$ cat src/rtl/core/pdbfv_pkg.sv
// Shared constants and controller/datapath interface types for the PCM DC-block/fade/volume path.
package pdbfv_pkg;

  // Fade-in length in samples. The divide by it is a shift, so keep it a power of two.
  localparam int unsigned FADE_LEN   = 64;
  localparam int unsigned FADE_SHIFT = $clog2(FADE_LEN);
  localparam int unsigned FADE_W     = $clog2(FADE_LEN + 1);

  // High-pass feedback coefficient, 0.995 in Q15
  localparam logic [14:0] HP_COEF = 15'd32604;

  // Reset value of the gain register, Q15
  localparam logic [15:0] GAIN_RESET = 16'd8231;

  // Datapath widths
  localparam int unsigned X_W   = 16;                   // input sample
  localparam int unsigned Y_W   = 40;                   // filter state, Q.16
  localparam int unsigned YH_W  = Y_W / 2;              // half of the state for the split multiply
  localparam int unsigned PH_W  = YH_W + 15;            // partial product width
  localparam int unsigned PS_W  = PH_W + YH_W;          // full feedback product width
  localparam int unsigned YS_W  = Y_W + 2;              // filter sum before saturation
  localparam int unsigned YI_W  = Y_W - 16;             // integer part of the filter output
  localparam int unsigned FP_W  = YI_W + FADE_W + 1;    // fade product
  localparam int unsigned GP_W  = YI_W + 17;            // gain product
  localparam int unsigned SV_W  = GP_W - 15;            // gain product after the Q15 shift

  // Request kinds carried on the input tuser bit
  localparam logic REQ_DATA  = 1'b0;
  localparam logic REQ_FLUSH = 1'b1;

  // Commands from the sequencer to the datapath
  typedef struct packed {
    logic flush;     // clear pairing, filter state and fade
    logic load_low;  // hold the low byte
    logic load_x;    // complete a sample from the held byte and this byte
    logic mul_lo;    // feedback product, low half of y1
    logic mul_hi;    // feedback product, high half of y1
    logic sum;       // combine halves and shift by 15
    logic filt;      // form and saturate y, update filter state
    logic trunc;     // integer part of y, toward zero
    logic fade;      // multiply by the fade factor
    logic div;       // divide by the fade length, toward zero
    logic gain;      // multiply by the gain
    logic emit;      // shift, saturate and load the output register
  } dp_cmd_t;

  // Status from the datapath to the sequencer
  typedef struct packed {
    logic low_held;  // a low byte waits for its high byte
    logic out_free;  // output register can take a sample this cycle
  } dp_stat_t;

endpackage

$ cat src/rtl/core/pdbfv_ctrl.sv
// Sequencer for the PCM audio path: accepts bytes and steps the datapath through one sample.
module pdbfv_ctrl (
  input  logic                clk_i,
  input  logic                rst_ni,
  input  logic                s_valid_i,
  input  logic                s_user_i,
  output logic                s_ready_o,
  input  pdbfv_pkg::dp_stat_t stat_i,
  output pdbfv_pkg::dp_cmd_t  cmd_o
);

  localparam logic [3:0] S_IDLE   = 4'd0;
  localparam logic [3:0] S_MUL_LO = 4'd1;
  localparam logic [3:0] S_MUL_HI = 4'd2;
  localparam logic [3:0] S_SUM    = 4'd3;
  localparam logic [3:0] S_FILT   = 4'd4;
  localparam logic [3:0] S_TRUNC  = 4'd5;
  localparam logic [3:0] S_FADE   = 4'd6;
  localparam logic [3:0] S_DIV    = 4'd7;
  localparam logic [3:0] S_GAIN   = 4'd8;
  localparam logic [3:0] S_OUT    = 4'd9;

  logic [3:0] state_q, state_d;

  // Next state and commands
  always_comb begin
    state_d   = state_q;
    cmd_o     = '0;
    s_ready_o = (state_q == S_IDLE);
    unique case (state_q)
      S_IDLE: begin
        if (s_valid_i) begin
          if (s_user_i == pdbfv_pkg::REQ_FLUSH) begin
            cmd_o.flush = 1'b1;
          end else if (!stat_i.low_held) begin
            cmd_o.load_low = 1'b1;
          end else begin
            cmd_o.load_x = 1'b1;
            state_d      = S_MUL_LO;
          end
        end
      end
      S_MUL_LO: begin
        cmd_o.mul_lo = 1'b1;
        state_d      = S_MUL_HI;
      end
      S_MUL_HI: begin
        cmd_o.mul_hi = 1'b1;
        state_d      = S_SUM;
      end
      S_SUM: begin
        cmd_o.sum = 1'b1;
        state_d   = S_FILT;
      end
      S_FILT: begin
        cmd_o.filt = 1'b1;
        state_d    = S_TRUNC;
      end
      S_TRUNC: begin
        cmd_o.trunc = 1'b1;
        state_d     = S_FADE;
      end
      S_FADE: begin
        cmd_o.fade = 1'b1;
        state_d    = S_DIV;
      end
      S_DIV: begin
        cmd_o.div = 1'b1;
        state_d   = S_GAIN;
      end
      S_GAIN: begin
        cmd_o.gain = 1'b1;
        state_d    = S_OUT;
      end
      S_OUT: begin
        // Wait here until the previous sample has been taken
        if (stat_i.out_free) begin
          cmd_o.emit = 1'b1;
          state_d    = S_IDLE;
        end
      end
      default: begin
        state_d = S_IDLE;
      end
    endcase
  end

  // State register
  always_ff @(posedge clk_i or negedge rst_ni) begin
    if (!rst_ni) begin
      state_q <= S_IDLE;
    end else begin
      state_q <= state_d;
    end
  end

  // A completed byte pair always starts the arithmetic sequence
  a_pair_starts: assert property (@(posedge clk_i) disable iff (!rst_ni)
    cmd_o.load_x |=> (state_q == S_MUL_LO))
    else $error("byte pair did not start the sample sequence");

  // The sequence reaches the output step a fixed time after the pair completes
  a_seq_len: assert property (@(posedge clk_i) disable iff (!rst_ni)
    cmd_o.load_x |-> ##9 (state_q == S_OUT))
    else $error("sample sequence length broken");

  // At most one command is issued per cycle
  a_one_cmd: assert property (@(posedge clk_i) disable iff (!rst_ni)
    $onehot0(cmd_o))
    else $error("more than one datapath command");

endmodule

$ cat src/rtl/core/pdbfv_datapath.sv
// Datapath for the PCM audio path: byte pairing, DC-block filter, fade-in, gain and output register.
module pdbfv_datapath (
  input  logic                clk_i,
  input  logic                rst_ni,
  input  pdbfv_pkg::dp_cmd_t  cmd_i,
  output pdbfv_pkg::dp_stat_t stat_o,
  input  logic [7:0]          byte_i,
  input  logic                cfg_valid_i,
  input  logic [15:0]         cfg_data_i,
  output logic                m_valid_o,
  input  logic                m_ready_i,
  output logic [15:0]         m_data_o
);

  // Control and architectural state
  logic                                  low_held_q;
  logic [7:0]                            held_q;
  logic [15:0]                           gain_q;
  logic signed [pdbfv_pkg::X_W-1:0]      x1_q;
  logic signed [pdbfv_pkg::Y_W-1:0]      y1_q;
  logic [pdbfv_pkg::FADE_W-1:0]          fade_q;
  logic                                  m_valid_q;
  logic [15:0]                           m_data_q;

  // Working registers
  logic signed [pdbfv_pkg::X_W-1:0]      x_q;
  logic [pdbfv_pkg::PH_W-1:0]            plo_q;
  logic signed [pdbfv_pkg::PH_W-1:0]     phi_q;
  logic signed [pdbfv_pkg::Y_W-1:0]      sh_q;
  logic signed [pdbfv_pkg::YI_W-1:0]     yi_q;
  logic signed [pdbfv_pkg::FP_W-1:0]     fprod_q;
  logic signed [pdbfv_pkg::YI_W-1:0]     q_q;
  logic signed [pdbfv_pkg::GP_W-1:0]     gprod_q;

  // Combinational step results
  logic [pdbfv_pkg::PH_W-1:0]            plo_d;
  logic signed [pdbfv_pkg::PH_W-1:0]     phi_d;
  logic signed [pdbfv_pkg::PS_W-1:0]     psum;
  logic signed [pdbfv_pkg::X_W:0]        diff;
  logic signed [pdbfv_pkg::YS_W-1:0]     ysum;
  logic signed [pdbfv_pkg::Y_W-1:0]      ysat;
  logic signed [pdbfv_pkg::YI_W-1:0]     yi_d;
  logic                                  fade_on;
  logic [pdbfv_pkg::FADE_W-1:0]          factor;
  logic signed [pdbfv_pkg::FP_W-1:0]     fprod_d;
  logic                                  div_fix;
  logic signed [pdbfv_pkg::YI_W-1:0]     q_d;
  logic signed [pdbfv_pkg::GP_W-1:0]     gprod_d;
  logic signed [pdbfv_pkg::SV_W-1:0]     sv;
  logic [15:0]                           out_d;

  // Feedback product split into two half-width multiplies
  assign plo_d = pdbfv_pkg::PH_W'(y1_q[pdbfv_pkg::YH_W-1:0])
               * pdbfv_pkg::PH_W'(pdbfv_pkg::HP_COEF);
  assign phi_d = pdbfv_pkg::PH_W'($signed(y1_q[pdbfv_pkg::Y_W-1:pdbfv_pkg::YH_W]))
               * pdbfv_pkg::PH_W'($signed({1'b0, pdbfv_pkg::HP_COEF}));

  // Recombine and floor-shift by 15
  assign psum = $signed({phi_q, {pdbfv_pkg::YH_W{1'b0}}})
              + $signed(pdbfv_pkg::PS_W'(plo_q));

  // Filter sum: (x - x1) * 65536 + feedback, saturated to the state width
  assign diff = (pdbfv_pkg::X_W + 1)'(x_q) - (pdbfv_pkg::X_W + 1)'(x1_q);
  assign ysum = $signed({{(pdbfv_pkg::YS_W - pdbfv_pkg::X_W - 17){diff[pdbfv_pkg::X_W]}},
                         diff, 16'b0})
              + pdbfv_pkg::YS_W'(sh_q);

  always_comb begin
    if (ysum[pdbfv_pkg::YS_W-1:pdbfv_pkg::Y_W-1] == {3{ysum[pdbfv_pkg::Y_W-1]}}) begin
      ysat = ysum[pdbfv_pkg::Y_W-1:0];
    end else if (ysum[pdbfv_pkg::YS_W-1]) begin
      ysat = {1'b1, {(pdbfv_pkg::Y_W-1){1'b0}}};
    end else begin
      ysat = {1'b0, {(pdbfv_pkg::Y_W-1){1'b1}}};
    end
  end

  // Integer part toward zero: floor, plus one for a negative value with a fraction
  assign yi_d = $signed(y1_q[pdbfv_pkg::Y_W-1:16])
              + pdbfv_pkg::YI_W'(y1_q[pdbfv_pkg::Y_W-1] && (y1_q[15:0] != 16'd0));

  // Fade factor: k+1 while fading, otherwise the full length so the divide is exact
  assign fade_on = (fade_q < pdbfv_pkg::FADE_W'(pdbfv_pkg::FADE_LEN));
  assign factor  = fade_on ? (fade_q + pdbfv_pkg::FADE_W'(1))
                           : pdbfv_pkg::FADE_W'(pdbfv_pkg::FADE_LEN);
  assign fprod_d = pdbfv_pkg::FP_W'(yi_q) * $signed({1'b0, factor});

  // Divide by the fade length toward zero
  assign div_fix = fprod_q[pdbfv_pkg::FP_W-1]
                && ((fprod_q & pdbfv_pkg::FP_W'(pdbfv_pkg::FADE_LEN - 1)) != '0);
  assign q_d = pdbfv_pkg::YI_W'(fprod_q >>> pdbfv_pkg::FADE_SHIFT)
             + pdbfv_pkg::YI_W'(div_fix);

  // Gain multiply
  assign gprod_d = pdbfv_pkg::GP_W'(q_q) * pdbfv_pkg::GP_W'($signed({1'b0, gain_q}));

  // Floor-shift by 15 and saturate to int16
  assign sv = gprod_q[pdbfv_pkg::GP_W-1:15];
  always_comb begin
    if (sv[pdbfv_pkg::SV_W-1:15] == {(pdbfv_pkg::SV_W-15){sv[15]}}) begin
      out_d = sv[15:0];
    end else if (sv[pdbfv_pkg::SV_W-1]) begin
      out_d = 16'h8000;
    end else begin
      out_d = 16'h7fff;
    end
  end

  // State with reset values
  always_ff @(posedge clk_i or negedge rst_ni) begin
    if (!rst_ni) begin
      low_held_q <= 1'b0;
      gain_q     <= pdbfv_pkg::GAIN_RESET;
      x1_q       <= '0;
      y1_q       <= '0;
      fade_q     <= '0;
      m_valid_q  <= 1'b0;
    end else begin
      if (cfg_valid_i) begin
        gain_q <= cfg_data_i;
      end
      if (cmd_i.flush) begin
        low_held_q <= 1'b0;
        x1_q       <= '0;
        y1_q       <= '0;
        fade_q     <= '0;
      end
      if (cmd_i.load_low) begin
        low_held_q <= 1'b1;
      end
      if (cmd_i.load_x) begin
        low_held_q <= 1'b0;
      end
      if (cmd_i.filt) begin
        x1_q <= x_q;
        y1_q <= ysat;
      end
      if (cmd_i.fade && fade_on) begin
        fade_q <= fade_q + pdbfv_pkg::FADE_W'(1);
      end
      // Output register: drop on transfer, load on emit
      if (cmd_i.emit) begin
        m_valid_q <= 1'b1;
      end else if (m_ready_i) begin
        m_valid_q <= 1'b0;
      end
    end
  end

  // Working registers, no reset
  always_ff @(posedge clk_i) begin
    if (cmd_i.load_low) held_q  <= byte_i;
    if (cmd_i.load_x)   x_q     <= {byte_i, held_q};
    if (cmd_i.mul_lo)   plo_q   <= plo_d;
    if (cmd_i.mul_hi)   phi_q   <= phi_d;
    if (cmd_i.sum)      sh_q    <= psum[pdbfv_pkg::PS_W-1:15];
    if (cmd_i.trunc)    yi_q    <= yi_d;
    if (cmd_i.fade)     fprod_q <= fprod_d;
    if (cmd_i.div)      q_q     <= q_d;
    if (cmd_i.gain)     gprod_q <= gprod_d;
    if (cmd_i.emit)     m_data_q <= out_d;
  end

  assign stat_o.low_held = low_held_q;
  assign stat_o.out_free = !m_valid_q || m_ready_i;
  assign m_valid_o       = m_valid_q;
  assign m_data_o        = m_data_q;

  // A new sample never overwrites one that has not been transferred
  a_no_overrun: assert property (@(posedge clk_i) disable iff (!rst_ni)
    cmd_i.emit |-> (!m_valid_q || m_ready_i))
    else $error("output register overwritten");

  // The fade counter stops at the fade length
  a_fade_bound: assert property (@(posedge clk_i) disable iff (!rst_ni)
    fade_q <= pdbfv_pkg::FADE_W'(pdbfv_pkg::FADE_LEN))
    else $error("fade counter ran past its end");

  // A flush clears the pairing, the filter state and the fade
  a_flush_clears: assert property (@(posedge clk_i) disable iff (!rst_ni)
    cmd_i.flush |=> (!low_held_q && (fade_q == '0) && (y1_q == '0) && (x1_q == '0)))
    else $error("flush left playback state behind");

endmodule

$ cat src/rtl/core/pcm_dc_block_fade_volume_top.sv
// Top level of the PCM audio path: byte stream in, DC-blocked, faded, gain-scaled samples out.
//
// Bytes of little-endian 16-bit PCM enter on the s_axis side, one byte per transfer; a low byte
// is held until its high byte arrives, across packet boundaries. A byte that completes no sample,
// and a flush (tuser high), is taken in the idle state. A byte that completes a sample holds off
// the next byte until the sequencer is idle again: it runs the sample through two half-width
// multiplies for the filter feedback, the filter sum, truncation, the fade multiply and
// divide, the gain multiply and the final saturation, one step per cycle. The finished sample
// waits in an output register, so the next bytes are taken while it is pending; the sequence
// holds in its last step only while an earlier sample is still untaken. The gain register is
// written through the cfg channel, which is always ready; write it only while the block is idle.
module pcm_dc_block_fade_volume_top (
  input  logic        clk_i,
  input  logic        rst_ni,
  // Input stream
  input  logic        s_axis_tvalid,
  output logic        s_axis_tready,
  input  logic [7:0]  s_axis_tdata,   // [7:0] data_byte
  input  logic        s_axis_tuser,   // [0] req_type (1 = flush)
  // Output stream
  output logic        m_axis_tvalid,
  input  logic        m_axis_tready,
  output logic [15:0] m_axis_tdata,   // [15:0] sample_out
  // Gain register write
  input  logic        cfg_valid_i,
  output logic        cfg_ready_o,
  input  logic [15:0] cfg_data_i      // [15:0] volume gain, Q15
);

  pdbfv_pkg::dp_cmd_t  cmd;
  pdbfv_pkg::dp_stat_t stat;

  assign cfg_ready_o = 1'b1;

  // Sequencer
  pdbfv_ctrl u_ctrl (
    .clk_i     (clk_i),
    .rst_ni    (rst_ni),
    .s_valid_i (s_axis_tvalid),
    .s_user_i  (s_axis_tuser),
    .s_ready_o (s_axis_tready),
    .stat_i    (stat),
    .cmd_o     (cmd)
  );

  // Arithmetic and state
  pdbfv_datapath u_datapath (
    .clk_i       (clk_i),
    .rst_ni      (rst_ni),
    .cmd_i       (cmd),
    .stat_o      (stat),
    .byte_i      (s_axis_tdata),
    .cfg_valid_i (cfg_valid_i),
    .cfg_data_i  (cfg_data_i),
    .m_valid_o   (m_axis_tvalid),
    .m_ready_i   (m_axis_tready),
    .m_data_o    (m_axis_tdata)
  );

endmodule
$ cat config.mk
export PLATFORM = sky130hd
export DESIGN_NAME = pcm_dc_block_fade_volume_top
export DESIGN_NICKNAME = d
export VERILOG_FILES = /design/src/rtl/core/pdbfv_pkg.sv /design/src/rtl/core/pdbfv_ctrl.sv /design/src/rtl/core/pdbfv_datapath.sv /design/src/rtl/core/pcm_dc_block_fade_volume_top.sv
export SDC_FILE = /design/constraint.sdc
export NUM_CORES = 2
export LEC_CHECK = 0
export ABC_CLOCK_PERIOD_IN_PS = 9600
export BUFFER_PORTS_ARGS = -buffer_cell sky130_fd_sc_hd__buf_2
export CAP_MARGIN = 25
export CELL_PAD_IN_SITES_DETAIL_PLACEMENT = 0
export CELL_PAD_IN_SITES_GLOBAL_PLACEMENT = 1
export CORE_UTILIZATION = 57
export CTS_CLUSTER_SIZE = 40
export DETAILED_ROUTE_END_ITERATION = 6
export PLACE_DENSITY = 0.95
export SLEW_MARGIN = 20
export SYNTH_ARGS = -nofsm -noshare
export SYNTH_HDL_FRONTEND = slang
export SYNTH_HIERARCHICAL = 1
export SYNTH_SLANG_ARGS = --single-unit
$ cat constraint.sdc
create_clock -name clk_i -period 9.6 [get_ports clk_i]
set_input_delay 0.48 -clock clk_i [delete_from_list [all_inputs] [get_ports clk_i]]
set_output_delay 0.48 -clock clk_i [all_outputs]
set_load 0.01 [all_outputs]
==> flow_metrics.tcl <==
set metrics [dict create \
    pre_cts_ws_ns 2.56 \
    avgSynthCellArea_sq_um 10.1 \
    vias_per_cell 5.38 \
    die_area_sq_um 82000 \
    synth_top_cell_area_share_pct 35.5 \
    cts_buffers 38 \
    fmax_mhz 141 \
    postPlaceCellArea_sq_um 47400 \
    critPathTopFamily "adder cells" \
    yosys-top-cells-count "1099 x inv_1, 817 x fa_1, 453 x nand2_1" \
    root_buffer "clkbuf_16" \
    dp_hpwl_mm 80.5 \
    setup-tns-final_ns 0 \
    insertion_delay_ns 0.58 \
    syn_to_final_growth_pct 5.76 \
    cts_tree "yes" \
    grt.overflow.total 0 \
    fillers 6358 \
    arrival_ns 7.42 \
    ys_types 84 \
    synth_edf_count 238 \
    die_w_um 286 \
    synth_seq_cells 323 \
    fin_crit_sh_pct 74.0 \
    clk_pin_slew_ns 0.06 \
    setup_slack_ns 2.49 \
    syn_area_sq_um 46100 \
    end_kind "flop" \
    slowest_delay_ns 0.96 \
    htreeDepth 2 \
    synth_top_area_cell "fa_1" \
    drtIter0Drc 1497 \
    path_cells "nand2_1, fa_1, fa_1, fa_1, inv_1, fa_1, fa_1, inv_1, fa_1, inv_1, ha_1, a2111oi_0, o21ai_1, o21ai_1, o21ai_1, or3_1, o211ai_1, a31oi_1, a211oi_1, xnor2_1" \
    cts_max_path_buffers 3 \
    design_area_sq_um 48700 \
    grt_first_pass_wirelength_mm 168 \
    cp_slowest_cell "dfrtp_1" \
    ys.warnings.count 6 \
    drc 0 \
    die_height_um 286 \
    synthesis.instances 4569 \
    async_flop_share_pct 26.3 \
    drive_gt1_share_pct 4.19 \
    wl_mm 98.6 \
    ctsResizeCount 0 \
    antenna_found_initial 0 \
    crit_type "reg2reg" \
    syn_nets 5857 \
    finClkSkew_ns 0.0216 \
    rsz0062_at_grt "no" \
    grt_max_degree 63 \
    holdWs_ns 0.107 \
    hold_viol_final 0 \
    core-area_sq_um 79500 \
    final_net_count 5864 \
    required_ns 9.92 \
    worstPathMaxFanout 25 \
    critPathBufInv 3 \
    cts_hold_buf 1 \
    grt_pass1_vias 33137 \
    ant_nets 0 \
    worstMarginPinSlew_ns 1.05 \
    status "finished clean" \
    relSlewSlack_pct 30.0 \
    crit_path_frequent_cell "fa_1" \
    wire_per_inst_um 17.4 \
    synth_area_leaders "fa_1 35%, edfxtp_1 16%, ha_1 12%" \
    io_pins 49 \
    initial_core_util_pct 57.9 \
    num_antenna_cells 0 \
    min_period_ns 7.11 \
    setup_viol 0 \
    vias 30428 \
    gp_congestion 0.880 \
    track_usage_pct 25.7 \
    maxCapViolations 0 \
    yosysMostFrequentCell "inv_1" \
    final_max_slew_viol_count 0 \
    drtPass1Iterations 5 \
    clock-sinks 323 \
    synth-seq-area-share_pct 20.1 \
    critPathLaunchType "flop" \
    num_rows 103 \
    synthFlopType "edfxtp_1" \
    portBuffers 47 \
    cts_setup_buffers 0 \
    hold_class "in2reg" \
]
[worst reg2reg max path: stages (launching register included)]
cell       delay [ns]
dfrtp_1          0.96
nand2_1          0.17
fa_1             0.53
fa_1             0.51
fa_1             0.52
inv_1            0.06
fa_1             0.49
fa_1             0.51
inv_1            0.05
fa_1             0.47
inv_1            0.04
ha_1             0.36
a2111oi_0        0.39
o21ai_1          0.12
o21ai_1          0.18
o21ai_1          0.14
or3_1            0.38
o211ai_1         0.32
a31oi_1          0.22
a211oi_1         0.34
xnor2_1          0.11
[cells by family after synthesis]
family          count (synthesis)  share of synthesized area [%]
mux                            17                          0.413
buf+inv                      1206                           9.91
fa+ha+maj                    1258                           47.5
xor+xnor                      218                           4.14
simple gates                 1103                           11.5
flops                         323                           20.1
compound gates                443                           6.40
other cells                     1                        0.00814
[per-layer routing]
layer  track usage, %  share of wire, %  vias up
li1                 -                 -    14131
met1             32.7                41    15442
met2             45.5                51      671
met3             3.12               4.2      184
met4             8.13               3.2        0
met5                0                 0        -
[cell usage in the layout, fill, tap and decap left out, drive strengths merged, types with 20 or more instances in the layout]
cell type / instances
inv: 1105
fa: 817
nand2: 454
ha: 441
and2: 248
edfxtp: 238
nor2: 159
xnor2: 152
o21ai: 123
a21oi: 98
dfrtp: 80
buf: 73
xor2: 66
a21o: 60
nand3: 48
clkbuf: 44
nor3: 41
nor2b: 37
and3: 34
o21a: 26
nand4: 21
nand2b: 20
[sequential cells by signal, indices dropped and copies added (netlist names), 16 cells and up]
signal               flops
u_datapath/gprod_q      26
u_datapath/x_q          16
u_datapath/y1_q         40
u_datapath/phi_q        33
u_datapath/gain_q       16
u_datapath/sh_q         40
u_datapath/fprod_q      31
u_datapath/plo_q        20
u_datapath/yi_q         24
u_datapath/m_data_o     16
u_datapath/q_q          24
u_datapath/x1_q         16
[through the flow]
| step | utilization [%] | cells |
|---|---|---|
| floorplan | - | 4569 |
| global placement | 59.6 | 5584 |
| detailed placement | 59.7 | 5585 |
| CTS | 61.3 | 5656 |
| global route | 61.3 | 5656 |
| finish | 61.3 | 5656 |
[path summary, 6_finish.rpt]
check                                startpoint                      to  slack [ns]  depth (start not counted)
hold reg to reg            u_datapath/held_q[2]       u_datapath/x_q[2]        0.42                          0
setup reg to reg           u_datapath/gain_q[3]  u_datapath/gprod_q[40]        2.49                         20
min in group asynchronous                rst_ni      u_datapath/y1_q[6]        0.40                          2
setup / recovery           u_datapath/gain_q[3]  u_datapath/gprod_q[40]        2.49                         20
hold / removal                  s_axis_tdata[0]    u_datapath/held_q[0]        0.11                          1
max in group asynchronous                rst_ni     u_datapath/y1_q[29]        8.00                          3
[cell type report]
type	instances	area (sq um)	share of cell area, %
multi-input cells	3040	32300	66.2
inverters	1099	4130	8.47
repair buffers	74	463	0.950
clock inverters	26	282	0.578
clock buffers	44	983	2.02
well taps	1050	1310	2.70
flip-flops and latches	323	9280	19.0
Power is left out: the tool's default activity adds up to more than one toggle a clock period on the data nets, which glitch-free logic cannot reach.
